==> src/sv/nnact_pkg.sv <==
// Shared constants, types and the sigmoid breakpoint table of the activation unit.
package nnact_pkg;

  localparam int unsigned DATA_WIDTH     = 16;
  localparam int unsigned FRAC_BITS      = 8;
  localparam int unsigned TABLE_SEGMENTS = 64;

  localparam int unsigned MODE_W     = 3;
  localparam int unsigned SLOPE_W    = 16;
  localparam int unsigned CFG_IDX_W  = 2;
  localparam int unsigned CFG_DATA_W = 16;

  // Sigmoid table entries are unsigned Q0.24.
  localparam int unsigned Q_BITS   = 24;
  localparam int unsigned TAB_W    = Q_BITS + 1;
  localparam int unsigned TAB_BITS = (TABLE_SEGMENTS + 1) * TAB_W;
  localparam int unsigned SEG_W    = $clog2(TABLE_SEGMENTS);
  localparam int unsigned SPAN_LOG = FRAC_BITS + 4;
  localparam int unsigned RND_SH   = Q_BITS - FRAC_BITS;
  localparam int unsigned SIG_OFFSET = 8 << FRAC_BITS;

  localparam logic [63:0] EXP_NEG_ONE_Q32 = 64'h0000_0000_5E2D_58D9;

  typedef enum logic [MODE_W-1:0] {
    MODE_TANH    = MODE_W'(0),
    MODE_RELU    = MODE_W'(1),
    MODE_SIGMOID = MODE_W'(2),
    MODE_LINEAR  = MODE_W'(3),
    MODE_LEAKY   = MODE_W'(4)
  } act_mode_e;

  typedef enum logic [CFG_IDX_W-1:0] {
    REG_MODE       = CFG_IDX_W'(0),
    REG_LEAK_SLOPE = CFG_IDX_W'(1)
  } cfg_reg_e;

  localparam logic [MODE_W-1:0]  MODE_RESET  = MODE_RELU;
  localparam logic [SLOPE_W-1:0] SLOPE_RESET = SLOPE_W'(13107);

  typedef struct packed {
    logic [DATA_WIDTH-1:0] y;
    logic                  last;
  } out_item_t;

  // Shift-subtract division, used only while building the table at elaboration.
  function automatic logic [63:0] udiv64(input logic [63:0] num, input logic [63:0] den);
    logic [63:0] quo;
    logic [64:0] rem;
    quo = '0;
    rem = '0;
    for (int i = 63; i >= 0; i--) begin
      rem = {rem[63:0], num[i]};
      if (rem >= {1'b0, den}) begin
        rem    = rem - {1'b0, den};
        quo[i] = 1'b1;
      end
    end
    return quo;
  endfunction

  // sigmoid at breakpoint k of [-8,8], Q0.24, via a Q32 series for exp(-|p|)
  function automatic logic [TAB_W-1:0] sig_point(input int k);
    logic [63:0] segs, ad, a, q, rem, f, term, sum, v, num, den, res;
    logic        neg;
    segs = 64'(TABLE_SEGMENTS);
    neg  = (2 * k < TABLE_SEGMENTS);
    ad   = neg ? 64'(TABLE_SEGMENTS - 2 * k) : 64'(2 * k - TABLE_SEGMENTS);
    a    = ad << 3;
    q    = udiv64(a, segs);
    rem  = a - q * segs;
    f    = udiv64(rem << 32, segs);
    term = 64'd1 << 32;
    sum  = term;
    for (int n = 1; n <= 24; n++) begin
      term = udiv64((term * f) >> 32, 64'(n));
      if ((n & 1) != 0) begin
        sum = sum - term;
      end else begin
        sum = sum + term;
      end
    end
    v = sum;
    for (int i = 0; 64'(i) < q; i++) begin
      v = (v * EXP_NEG_ONE_Q32 + (64'd1 << 31)) >> 32;
    end
    den = (64'd1 << 32) + v;
    num = neg ? v : (64'd1 << 32);
    res = udiv64((num << 24) + (den >> 1), den);
    return res[TAB_W-1:0];
  endfunction

  function automatic logic [TAB_BITS-1:0] build_sig_tab();
    logic [TAB_BITS-1:0] t;
    t = '0;
    for (int k = 0; k <= TABLE_SEGMENTS; k++) begin
      t[k*TAB_W +: TAB_W] = sig_point(k);
    end
    return t;
  endfunction

  localparam logic [TAB_BITS-1:0] SIG_TAB = build_sig_tab();

  function automatic logic [TAB_W-1:0] sig_tab_at(input logic [SEG_W:0] idx);
    return SIG_TAB[idx*TAB_W +: TAB_W];
  endfunction

endpackage

==> src/sv/nnact_skid.sv <==
// Output skid buffer: registered result plus one spare entry, registered upstream ready.
module nnact_skid
  import nnact_pkg::*;
(
  input  logic      clk_i,
  input  logic      rst_ni,
  input  logic      in_valid_i,
  output logic      in_ready_o,
  input  out_item_t in_item_i,
  output logic      out_valid_o,
  input  logic      out_ready_i,
  output out_item_t out_item_o
);

  logic      out_valid_q, out_valid_d;
  logic      spare_valid_q, spare_valid_d;
  out_item_t out_item_q, out_item_d;
  out_item_t spare_item_q, spare_item_d;
  logic      in_fire, out_free;

  assign in_ready_o = !spare_valid_q;
  assign in_fire    = in_valid_i && !spare_valid_q;
  assign out_free   = !out_valid_q || out_ready_i;

  always_comb begin
    out_valid_d   = out_valid_q;
    spare_valid_d = spare_valid_q;
    out_item_d    = out_item_q;
    spare_item_d  = spare_item_q;
    if (out_free) begin
      if (spare_valid_q) begin
        out_valid_d   = 1'b1;
        out_item_d    = spare_item_q;
        spare_valid_d = 1'b0;
      end else if (in_fire) begin
        out_valid_d = 1'b1;
        out_item_d  = in_item_i;
      end else begin
        out_valid_d = 1'b0;
      end
    end else if (in_fire) begin
      // output held: park the transaction in the spare entry
      spare_valid_d = 1'b1;
      spare_item_d  = in_item_i;
    end
  end

  always_ff @(posedge clk_i or negedge rst_ni) begin
    if (!rst_ni) begin
      out_valid_q   <= 1'b0;
      spare_valid_q <= 1'b0;
    end else begin
      out_valid_q   <= out_valid_d;
      spare_valid_q <= spare_valid_d;
    end
  end

  always_ff @(posedge clk_i) begin
    out_item_q   <= out_item_d;
    spare_item_q <= spare_item_d;
  end

  assign out_valid_o = out_valid_q;
  assign out_item_o  = out_item_q;

endmodule

==> src/sv/nn_activation_unit.sv <==
// Top level of the streaming neural-network activation unit.
//
// Element-wise activation for Q8.8 layer vectors. Each slave transaction carries
// one signed activation in s_axis_tdata and an end-of-vector flag in
// s_axis_tlast; each master transaction returns the activated, saturated value
// and the copied flag, in order. Register 0 (mode) selects the function:
// 0 tanh, 1 relu, 2 sigmoid, 3 linear, 4 leaky relu; other codes give zero.
// Register 1 is the unsigned Q0.16 negative slope of leaky relu. Sigmoid uses
// linear interpolation over a 64-segment constant table on [-8,8) and clamps to
// the end values outside it; tanh is 2*sigmoid(2x)-1 on the same table.
// Write the registers only while no transaction is in flight. The unit takes
// one transaction every cycle: a three-stage pipeline (range and index, table
// lookup and slope multiply, interpolation sum) feeds a two-entry output skid
// buffer, and a result reaches the master side through the stage registers
// and then the skid buffer's output register. The pipeline stalls as a whole
// only when the skid buffer's spare entry is occupied; s_axis_tready comes
// from a register and does not depend combinationally on m_axis_tready.
module nn_activation_unit
  import nnact_pkg::*;
(
  input  logic                  clk_i,
  input  logic                  rst_ni,
  // slave stream
  input  logic                  s_axis_tvalid,
  output logic                  s_axis_tready,
  input  logic [DATA_WIDTH-1:0] s_axis_tdata,   // [15:0] x_in
  input  logic                  s_axis_tlast,
  // master stream
  output logic                  m_axis_tvalid,
  input  logic                  m_axis_tready,
  output logic [DATA_WIDTH-1:0] m_axis_tdata,   // [15:0] y_out
  output logic                  m_axis_tlast,
  // configuration writes
  input  logic                  cfg_valid_i,
  output logic                  cfg_ready_o,
  input  logic [CFG_IDX_W-1:0]  cfg_index_i,
  input  logic [CFG_DATA_W-1:0] cfg_data_i
);

  localparam int unsigned U_W    = DATA_WIDTH + 2;
  localparam int unsigned PROD_W = SPAN_LOG + SEG_W;
  localparam int unsigned LEAK_W = DATA_WIDTH + SLOPE_W + 1;
  localparam int unsigned MUL_W  = TAB_W + SPAN_LOG + 2;
  localparam int unsigned S_W    = TAB_W + 2;
  localparam int unsigned V_W    = TAB_W + 3;

  localparam logic signed [V_W-1:0] Y_MAX = V_W'((64'd1 << (DATA_WIDTH - 1)) - 64'd1);
  localparam logic signed [V_W-1:0] Y_MIN = ~Y_MAX;

  // ---------------------------------------------------------------------------
  // Configuration registers
  // ---------------------------------------------------------------------------
  logic [MODE_W-1:0]  mode_q, mode_d;
  logic [SLOPE_W-1:0] slope_q, slope_d;

  assign cfg_ready_o = 1'b1;

  always_comb begin
    mode_d  = mode_q;
    slope_d = slope_q;
    if (cfg_valid_i) begin
      unique case (cfg_index_i)
        REG_MODE:       mode_d  = cfg_data_i[MODE_W-1:0];
        REG_LEAK_SLOPE: slope_d = cfg_data_i[SLOPE_W-1:0];
        default:        ;  // drop writes beyond the register list
      endcase
    end
  end

  always_ff @(posedge clk_i or negedge rst_ni) begin
    if (!rst_ni) begin
      mode_q  <= MODE_RESET;
      slope_q <= SLOPE_RESET;
    end else begin
      mode_q  <= mode_d;
      slope_q <= slope_d;
    end
  end

  // ---------------------------------------------------------------------------
  // Pipeline control: advance every stage together while the skid buffer can
  // take a transaction.
  // ---------------------------------------------------------------------------
  logic      adv;
  logic      v1_q, v2_q, v3_q;
  out_item_t res_item;

  assign s_axis_tready = adv;

  always_ff @(posedge clk_i or negedge rst_ni) begin
    if (!rst_ni) begin
      v1_q <= 1'b0;
      v2_q <= 1'b0;
      v3_q <= 1'b0;
    end else if (adv) begin
      v1_q <= s_axis_tvalid;
      v2_q <= v1_q;
      v3_q <= v2_q;
    end
  end

  // ---------------------------------------------------------------------------
  // Stage 1: sigmoid argument, range check, segment index and fraction;
  // leaky relu product.
  // ---------------------------------------------------------------------------
  logic signed [DATA_WIDTH-1:0] x_in;
  logic signed [DATA_WIDTH:0]   xr;
  logic signed [U_W-1:0]        u;
  logic                         sat_lo, sat_hi;
  logic [PROD_W-1:0]            seg_prod;
  logic [SEG_W-1:0]             seg_k;
  logic [SPAN_LOG-1:0]          seg_r;
  logic signed [LEAK_W-1:0]     leak_prod;

  assign x_in = $signed(s_axis_tdata);
  // tanh evaluates the table at 2x
  assign xr   = (mode_q == MODE_TANH) ? $signed({x_in, 1'b0}) : $signed({x_in[DATA_WIDTH-1], x_in});
  assign u    = $signed({xr[DATA_WIDTH], xr}) + $signed(U_W'(SIG_OFFSET));

  assign sat_lo   = u[U_W-1];
  assign sat_hi   = !sat_lo && (u[U_W-2:SPAN_LOG] != '0);
  assign seg_prod = PROD_W'(u[SPAN_LOG-1:0]) * PROD_W'(TABLE_SEGMENTS);
  assign seg_k    = seg_prod[PROD_W-1:SPAN_LOG];
  assign seg_r    = seg_prod[SPAN_LOG-1:0];

  assign leak_prod = x_in * $signed({1'b0, slope_q});

  logic [MODE_W-1:0]            mode1_q;
  logic                         last1_q, hi1_q;
  logic signed [DATA_WIDTH-1:0] x1_q;
  logic [SEG_W-1:0]             k1_q;
  logic [SPAN_LOG-1:0]          r1_q;
  logic signed [LEAK_W-1:0]     leak1_q;

  always_ff @(posedge clk_i) begin
    if (adv) begin
      mode1_q <= mode_q;
      last1_q <= s_axis_tlast;
      x1_q    <= x_in;
      hi1_q   <= sat_hi;
      leak1_q <= leak_prod;
      if (sat_lo) begin
        k1_q <= '0;
        r1_q <= '0;
      end else if (sat_hi) begin
        // point at the last segment; its right end is taken below
        k1_q <= SEG_W'(TABLE_SEGMENTS - 1);
        r1_q <= '0;
      end else begin
        k1_q <= seg_k;
        r1_q <= seg_r;
      end
    end
  end

  // ---------------------------------------------------------------------------
  // Stage 2: table lookup and slope times fraction; piecewise-linear results.
  // ---------------------------------------------------------------------------
  logic [TAB_W-1:0]             t_k, t_k1, base;
  logic signed [TAB_W:0]        t_diff;
  logic signed [MUL_W-1:0]      interp_mul;
  logic signed [LEAK_W-1:0]     leak_sh;
  logic signed [DATA_WIDTH-1:0] direct;

  assign t_k        = sig_tab_at({1'b0, k1_q});
  assign t_k1       = sig_tab_at((SEG_W + 1)'(k1_q) + (SEG_W + 1)'(1));
  assign base       = hi1_q ? t_k1 : t_k;
  assign t_diff     = $signed({1'b0, t_k1}) - $signed({1'b0, t_k});
  assign interp_mul = t_diff * $signed({1'b0, r1_q});
  assign leak_sh    = leak1_q >>> SLOPE_W;

  always_comb begin
    unique case (mode1_q)
      MODE_RELU:   direct = (x1_q > 0) ? x1_q : '0;
      MODE_LINEAR: direct = x1_q;
      MODE_LEAKY:  direct = x1_q[DATA_WIDTH-1] ? leak_sh[DATA_WIDTH-1:0] : x1_q;
      default:     direct = '0;
    endcase
  end

  logic [MODE_W-1:0]            mode2_q;
  logic                         last2_q;
  logic [TAB_W-1:0]             base2_q;
  logic signed [MUL_W-1:0]      mul2_q;
  logic signed [DATA_WIDTH-1:0] direct2_q;

  always_ff @(posedge clk_i) begin
    if (adv) begin
      mode2_q   <= mode1_q;
      last2_q   <= last1_q;
      base2_q   <= base;
      mul2_q    <= interp_mul;
      direct2_q <= direct;
    end
  end

  // ---------------------------------------------------------------------------
  // Stage 3: interpolated sigmoid in Q0.24, tanh rescale.
  // ---------------------------------------------------------------------------
  logic signed [MUL_W-1:0] frac_full;
  logic signed [S_W-1:0]   sig_s;
  logic signed [V_W-1:0]   sig_v;

  // divide by the span, truncating toward zero
  assign frac_full = mul2_q[MUL_W-1]
                   ? (mul2_q + $signed(MUL_W'((64'd1 << SPAN_LOG) - 64'd1))) >>> SPAN_LOG
                   : mul2_q >>> SPAN_LOG;
  assign sig_s = $signed({2'b00, base2_q}) + frac_full[S_W-1:0];
  assign sig_v = (mode2_q == MODE_TANH)
               ? (V_W'(sig_s) <<< 1) - $signed(V_W'(64'd1 << Q_BITS))
               : V_W'(sig_s);

  logic [MODE_W-1:0]            mode3_q;
  logic                         last3_q;
  logic signed [V_W-1:0]        v3_val_q;
  logic signed [DATA_WIDTH-1:0] direct3_q;

  always_ff @(posedge clk_i) begin
    if (adv) begin
      mode3_q   <= mode2_q;
      last3_q   <= last2_q;
      v3_val_q  <= sig_v;
      direct3_q <= direct2_q;
    end
  end

  // ---------------------------------------------------------------------------
  // Round to the output fraction (half toward +inf), select, saturate; the skid
  // buffer holds the registered result.
  // ---------------------------------------------------------------------------
  logic signed [V_W-1:0] sig_y, y_sel, y_sat;

  assign sig_y = (v3_val_q + $signed(V_W'(64'd1 << (RND_SH - 1)))) >>> RND_SH;
  assign y_sel = ((mode3_q == MODE_TANH) || (mode3_q == MODE_SIGMOID))
               ? sig_y : V_W'(direct3_q);

  always_comb begin
    priority if (y_sel > Y_MAX) begin
      y_sat = Y_MAX;
    end else if (y_sel < Y_MIN) begin
      y_sat = Y_MIN;
    end else begin
      y_sat = y_sel;
    end
  end

  assign res_item.y    = y_sat[DATA_WIDTH-1:0];
  assign res_item.last = last3_q;

  out_item_t out_item;

  nnact_skid u_skid (
    .clk_i       (clk_i),
    .rst_ni      (rst_ni),
    .in_valid_i  (v3_q),
    .in_ready_o  (adv),
    .in_item_i   (res_item),
    .out_valid_o (m_axis_tvalid),
    .out_ready_i (m_axis_tready),
    .out_item_o  (out_item)
  );

  assign m_axis_tdata = out_item.y;
  assign m_axis_tlast = out_item.last;

endmodule

==> config.mk <==
export PLATFORM = sky130hd
export DESIGN_NAME = nn_activation_unit
export DESIGN_NICKNAME = d
export VERILOG_FILES = /design/src/sv/nnact_pkg.sv /design/src/sv/nnact_skid.sv /design/src/sv/nn_activation_unit.sv
export SDC_FILE = /design/constraint.sdc
export NUM_CORES = 1
export LEC_CHECK = 0
export BUFFER_PORTS_ARGS = -buffer_cell sky130_fd_sc_hd__clkbuf_2
export CAP_MARGIN = 20
export CORE_ASPECT_RATIO = 2
export CORE_MARGIN = 4
export CORE_UTILIZATION = 25
export DETAILED_ROUTE_END_ITERATION = 12
export PLACE_DENSITY = 0.38
export SETUP_SLACK_MARGIN = 0.5
export SYNTH_ARGS = -nofsm -noshare
export SYNTH_HDL_FRONTEND = slang
export SYNTH_SLANG_ARGS = --single-unit
==> constraint.sdc <==
create_clock -name clk_i -period 12.1 [get_ports clk_i]
set_clock_uncertainty 0.2 [all_clocks]
set_input_delay 1.21 -clock clk_i [delete_from_list [all_inputs] [get_ports clk_i]]
set_output_delay 1.21 -clock clk_i [all_outputs]
set_load 0.05 [all_outputs]
## Yosys cells after proc, flatten, opt, wreduce, memory -nomap -nowiden

Cells that the tools add are included.

| cells by class | value |
|---|---|
| $add $sub $neg | 7 |
| $mul | 4 |
| magnitude comparators | 3 |
| equal/unequal tests | 5 |
| shifts and indexed selects | 2 |
| multiplexer cells | 17 |
| bitwise logic cells | 1 |
| reduce and logical (&&, ||, !) cells | 19 |

Operators with widths:

| operator | count |
|---|---|
| $shiftx 1625x12->25 const A | 1 |
| $shiftx 1625x13->25 const A | 1 |
| $mux 16 | 5 |
| $mux 28 | 2 |
| $pmux 16 s3 | 1 |
| $add 39x13->39 const B | 1 |
| $mul 26x13->39 | 1 |
| $mux 17 | 2 |
| $mul 16x17->32 | 1 |
| $add 28x17->28 const B | 1 |
| $gt 28x16->1 const B | 1 |
| $lt 28x16->1 const B | 1 |
| $sub 28x26->28 const B | 1 |
| $add 25x27->27 | 1 |
| $mux 27 | 1 |
| $sub 25x25->26 | 1 |
| $mux 25 | 1 |
| $add 17x13->18 const B | 1 |
| $gt 16x1->1 const B | 1 |
| $mul 7x5->12 const B | 1 |
| $mul 6x5->11 const B | 1 |
| $logic_not 3->1 | 3 |
| $reduce_and 2->1 | 4 |
| $add 6x1->7 const B | 1 |
| other kinds (14) | 23 |

| storage, ports and cells | value |
|---|---|
| bits in registers | 261 |
| input bits | 40 |
| output and inout bits | 20 |
| logic and storage cells | 86 |

## Logic depth before layout (Yosys ltp)

| logic depth | value |
|---|---|
| word-level depth | 8 |
| gate-level depth with buffers | 42 |
| mapped depth without buffers | 36 |

## Cells and area by module

A second synthesis with hierarchy kept.

| second synthesis, totals | value |
|---|---|
| cell total of the unflattened synthesis | 3062 |
| area, all modules | 28598.7 µm² |

By module, submodules not included:

| module | times used | cells each | area an instance (µm²) | seq. area each (µm²) |
|---|---|---|---|---|
| nn_activation_unit | 1 | 3000 | 27217.4 | 5306.3 |
| nnact_skid | 1 | 62 | 1381.3 | 1071.0 |

## Worst setup path before layout

No wires, ideal clock.

| timing path | value |
|---|---|
| path kind | register -> register |
| start point | reg k1_q[1] |
| end point | reg mul2_q[37], data pin |
| setup time | 0.174 ns |
| data arrival time | 8.742 ns |
| data required time | 11.726 ns |
| setup slack | 2.984 ns |
| stages on the path, launching flop included | 39 |
| buffers on the path | 4 |
| clock period less this slack | 9.116 ns |
| path through | edfxtp_1 > clkbuf_1 > buf_2 > inv_1 > ha_1 > clkbuf_1 > nand2b_1 > buf_2 > nand3_1 > o311ai_0 > o21ai_0 > nor2_1 > a21oi_1 > ha_1 > inv_1 > fa_1 > nand2_1 > nand2_1 > (+3 left out) > a311oi_4 > o21ai_0 > xor2_1 > and2_1 > fa_1 > fa_1 > fa_1 > fa_1 > ha_1 > ha_1 > a21o_1 > a41o_1 > a211oi_1 > o31ai_1 > a311o_1 > a21oi_1 > o21ai_0 > a311oi_1 |

| on the way | value |
|---|---|
| word-level cells in the longest chain between the ends | 5 |
| elaborated cells between the ends (all ways) | 7 |
| classes of those cells | 2 x add/sub; 3 x mul; 2 x shift |

RTL lines:

| item | RTL line | RTL |
|---|---|---|
| from (decl) | nn_activation_unit.sv:131 | `logic [SEG_W-1:0] k1_q;` |
| from (signal assigned) | nn_activation_unit.sv:147 | `k1_q <= SEG_W'(TABLE_SEGMENTS - 1);` |
| from (signal assigned) | nn_activation_unit.sv:150 | `k1_q <= seg_k;` |
| $add 6x1->7 | nn_activation_unit.sv:166 | `assign t_k1 = sig_tab_at((SEG_W + 1)'(k1_q) + (SEG_W + 1)'(1));` |
| $mul 7x5->12 | nnact_pkg.sv:104 | `return SIG_TAB[idx*TAB_W +: TAB_W];` |
| $shiftx 1625x13->25 | nnact_pkg.sv:104 |  |
| $sub 25x25->26 * | nn_activation_unit.sv:168 | `assign t_diff = $signed({1'b0, t_k1}) - $signed({1'b0, t_k});` |
| $mul 26x13->39 * | nn_activation_unit.sv:169 | `assign interp_mul = t_diff * $signed({1'b0, r1_q});` |
| net interp_mul[37] | nn_activation_unit.sv:161 | `logic signed [MUL_W-1:0] interp_mul;` |
| to (signal assigned) | nn_activation_unit.sv:192 | `mul2_q <= interp_mul;` |
| to (decl) | nn_activation_unit.sv:184 | `logic signed [MUL_W-1:0] mul2_q;` |

The timed path passes the listed nets; every way through them passes the cells marked *.
A chain may end at the register's enable or synchronous reset.

## Final worst setup path

| timing path | value |
|---|---|
| start point | reg k1_q[0] |
| end point | reg mul2_q[37], data pin |

The elaborated chain is that of the path after synthesis.

==> run_results.csv <==
group,metric,value,unit
run_status,outcome,"complete, no violations",
logic_synthesis,yosysWarnings,0,
sta,rsz0062_at_grt,"no",
route,drc_errors,0,
sta,min_period_over_period,88.3,%
die,die_h,490,um
layout,area_growth,10.3,%
logic_synthesis,synth_most_common_cell,"nand2_1",
cts,cts_tree,"built",
sta,setup-tns-final,0,ns
route,detail-route-antenna-nets,0,
logic_synthesis,synth_top_flop_cell,"edfxtp_1",
sta,setup_viol,0,
run,maxCapViolations,0,
layout,final.fill_count,12364,
logic_synthesis,ys_seq_elements,216,
die,die-area,0.122,mm2
route,post_drt_wl_per_cell,25.6,um
logic_synthesis,synth_area,0.0290,mm2
route,drt-total-wl,119000,um
die,die_w,249,um
die,coreArea,0.115,mm2
setup_path,arrival,10.88,ns
cts,hold_buffers,0,
layout,stdcell_area,0.0320,mm2
setup_path,crit_path_end_kind,"flop",
cts,cts_buffers,28,
setup_path,startpoint_type,"flop",
route,vias,23159,
die,row_count,176,
logic_synthesis,synth_top_area_share,20.8,%
route,first_iter_violations,1453,
placement,dp_hpwl,95500,um
die,ios,60,
route,drt_pre_antenna_iters,6,
die,start_util,25.2,%
sta,fmax,93.6,MHz
setup_path,crit_fanout,12,
logic_synthesis,ys_seq_area_share,22.0,%
global_route,grt_pass1_wl,173000,um
setup_path,cp_data_required_time,12.29,ns
sta,tightest_slew,1.38,ns
logic_synthesis,synthCells,3123,
setup_path,slowest_delay,0.53,ns
layout,drive_above_1_share,9.09,%
sta,period_minus_slack,10.69,ns
layout,seqCellArea,0.00638,mm2
setup_path,rrSetupSlack,1.41,ns
global_route,grt.total_usage,19.1,%
worst_hold_path,hp-class,"reg2reg",
route,viasPerCell,4.98,
cts,ctsResizeCount,0,
global_route,antenna_found_initial,3,
setup_path,path_class,"reg2reg",
logic_synthesis,synth_top_cell_by_area,"fa_1",
global_route,gr-total-overflow,0,
sta,slew_headroom,7.23,%
layout,final_util,27.8,%
cts,post-cts-setup-buffer-count,0,
placement,portBuffers,58,
logic_synthesis,synth-edff-count,192,
cts,cts_buffer_depth,3,
placement,placed_area,0.0311,mm2
logic_synthesis,syn_avg_cell_area,9.30,um2
layout,fin_nets,3749,
placement,place_congestion,1.03,
global_route,grt_max_degree,164,
logic_synthesis,async_flop_share,11.1,%
sta,slew_violations,0,
cts,cts_htree_levels,1,
cts,cts_sinks,216,
logic_synthesis,ys_top_cells_by_area,"fa_1, edfxtp_1, ha_1, and2_1, nand2_1",
global_route,grt_pass1_vias,25354,
logic_synthesis,syn-num-nets,3760,
cts,clk_pin_slew,0.06,ns
logic_synthesis,synthTopCellsByCount,"nand2_1, inv_1, fa_1, ha_1, and2_1",
setup_path,cp_slowest_cell,"fa_1",
sta,hold_violations,0,
cts,clk_latency,0.57,ns
layout,multi_input_area,0.0207,mm2
cts,root_buffer,"clkbuf_16",
logic_synthesis,synth_cell_type_count,102,
## cell usage in the layout (no fill, tap or decap), types with 22 or more instances in the layout
cell       synthesis  final
a21o_1            40     40
a21oi_1          155    155
a31oi_1           44     44
and2_1           206    206
and3_1            25     25
buf_4              9     67
clkbuf_16          0     28
clkbuf_2           0     58
edfxtp_1         192    192
fa_1             301    301
ha_1             296    296
inv_1            320    320
mux2_2            41     41
nand2_1          341    341
nand2b_1          50     50
nand3_1           73     73
nor2_1           154    153
nor2b_1           29     29
nor3_1            60     58
o21a_1            22     22
o21ai_0          114    114
xnor2_1           73     73
xor2_1            37     37
## kinds of logic after synthesis
group	share of synthesized area, %
and+or+nand+nor	17.9
adders and majority gates	33.6
AOI/OAI and AO/OA	13.7
buffers and inverters	6.71
DFF	22.0
xor gates and xnor gates	3.54
muxes	2.56
other	0.0129
## worst max-delay path: cells and delay by family, from the launching register on
| family | cells | cell delay [ns] |
|---|---|---|
| AOI/OAI and AO/OA | 18 | 4.19 |
| xor gates and xnor gates | 1 | 0.51 |
| adders and majority gates | 8 | 3.41 |
| buffers and inverters | 3 | 0.74 |
| DFF | 1 | 0.50 |
| and+or+nand+nor | 4 | 0.93 |
## per-layer routing
metal	vias up	GRT usage [%]	wire length (um)
li1	10686	-	-
met1	11544	17.9	38400
met2	619	38.2	66300
met3	310	1.66	3380
met4	0	13.1	11000
met5	-	0	0
## registers in the layout, indices dropped and copies added (netlist names), 6 cells and up
name,flops
v3_val_q,13
direct3_q,16
u_skid.out_item_o,17
slope_q,16
mul2_q,33
direct2_q,16
leak1_q,16
x1_q,16
k1_q,6
base2_q,24
u_skid.spare_item_q,17
r1_q,6
## per-stage QoR
step / std cells / setup WS [ns] / hold WS, ns
finish: 4650 / 1.41 / 0.207
global route: 4648 / 0.909 / 0.212
CTS: 4644 / 1.49 / 0.201
detailed placement: 4592 / 1.51 / 0.205
global placement: 4588 / 1.57 / 0.202
floorplan: 3123 / 2.98 / 0.200
## worst paths after layout
check	start	end	cells after the start
max	k1_q[0]	mul2_q[37]	34
min	direct2_q[2]	direct3_q[2]	0
max reg2reg	k1_q[0]	mul2_q[37]	34
min reg2reg	direct2_q[2]	direct3_q[2]	0
max in group asynchronous	rst_ni	slope_q[10]	1
min in group asynchronous	rst_ni	u_skid.out_valid_o	1
## final cells by class
class | count | area share [%]
diodes | 3 | 0.0234
clock buffers | 36 | 2.37
clock inverters | 16 | 0.449
inverters | 325 | 3.82
multi-input cells | 2409 | 64.7
flip-flops and latches | 216 | 19.9
well taps | 1513 | 5.91
repair buffers | 132 | 2.80
Power is not shown: default switching activity piles up to over one toggle a cycle in this logic, so the estimate is an artifact.
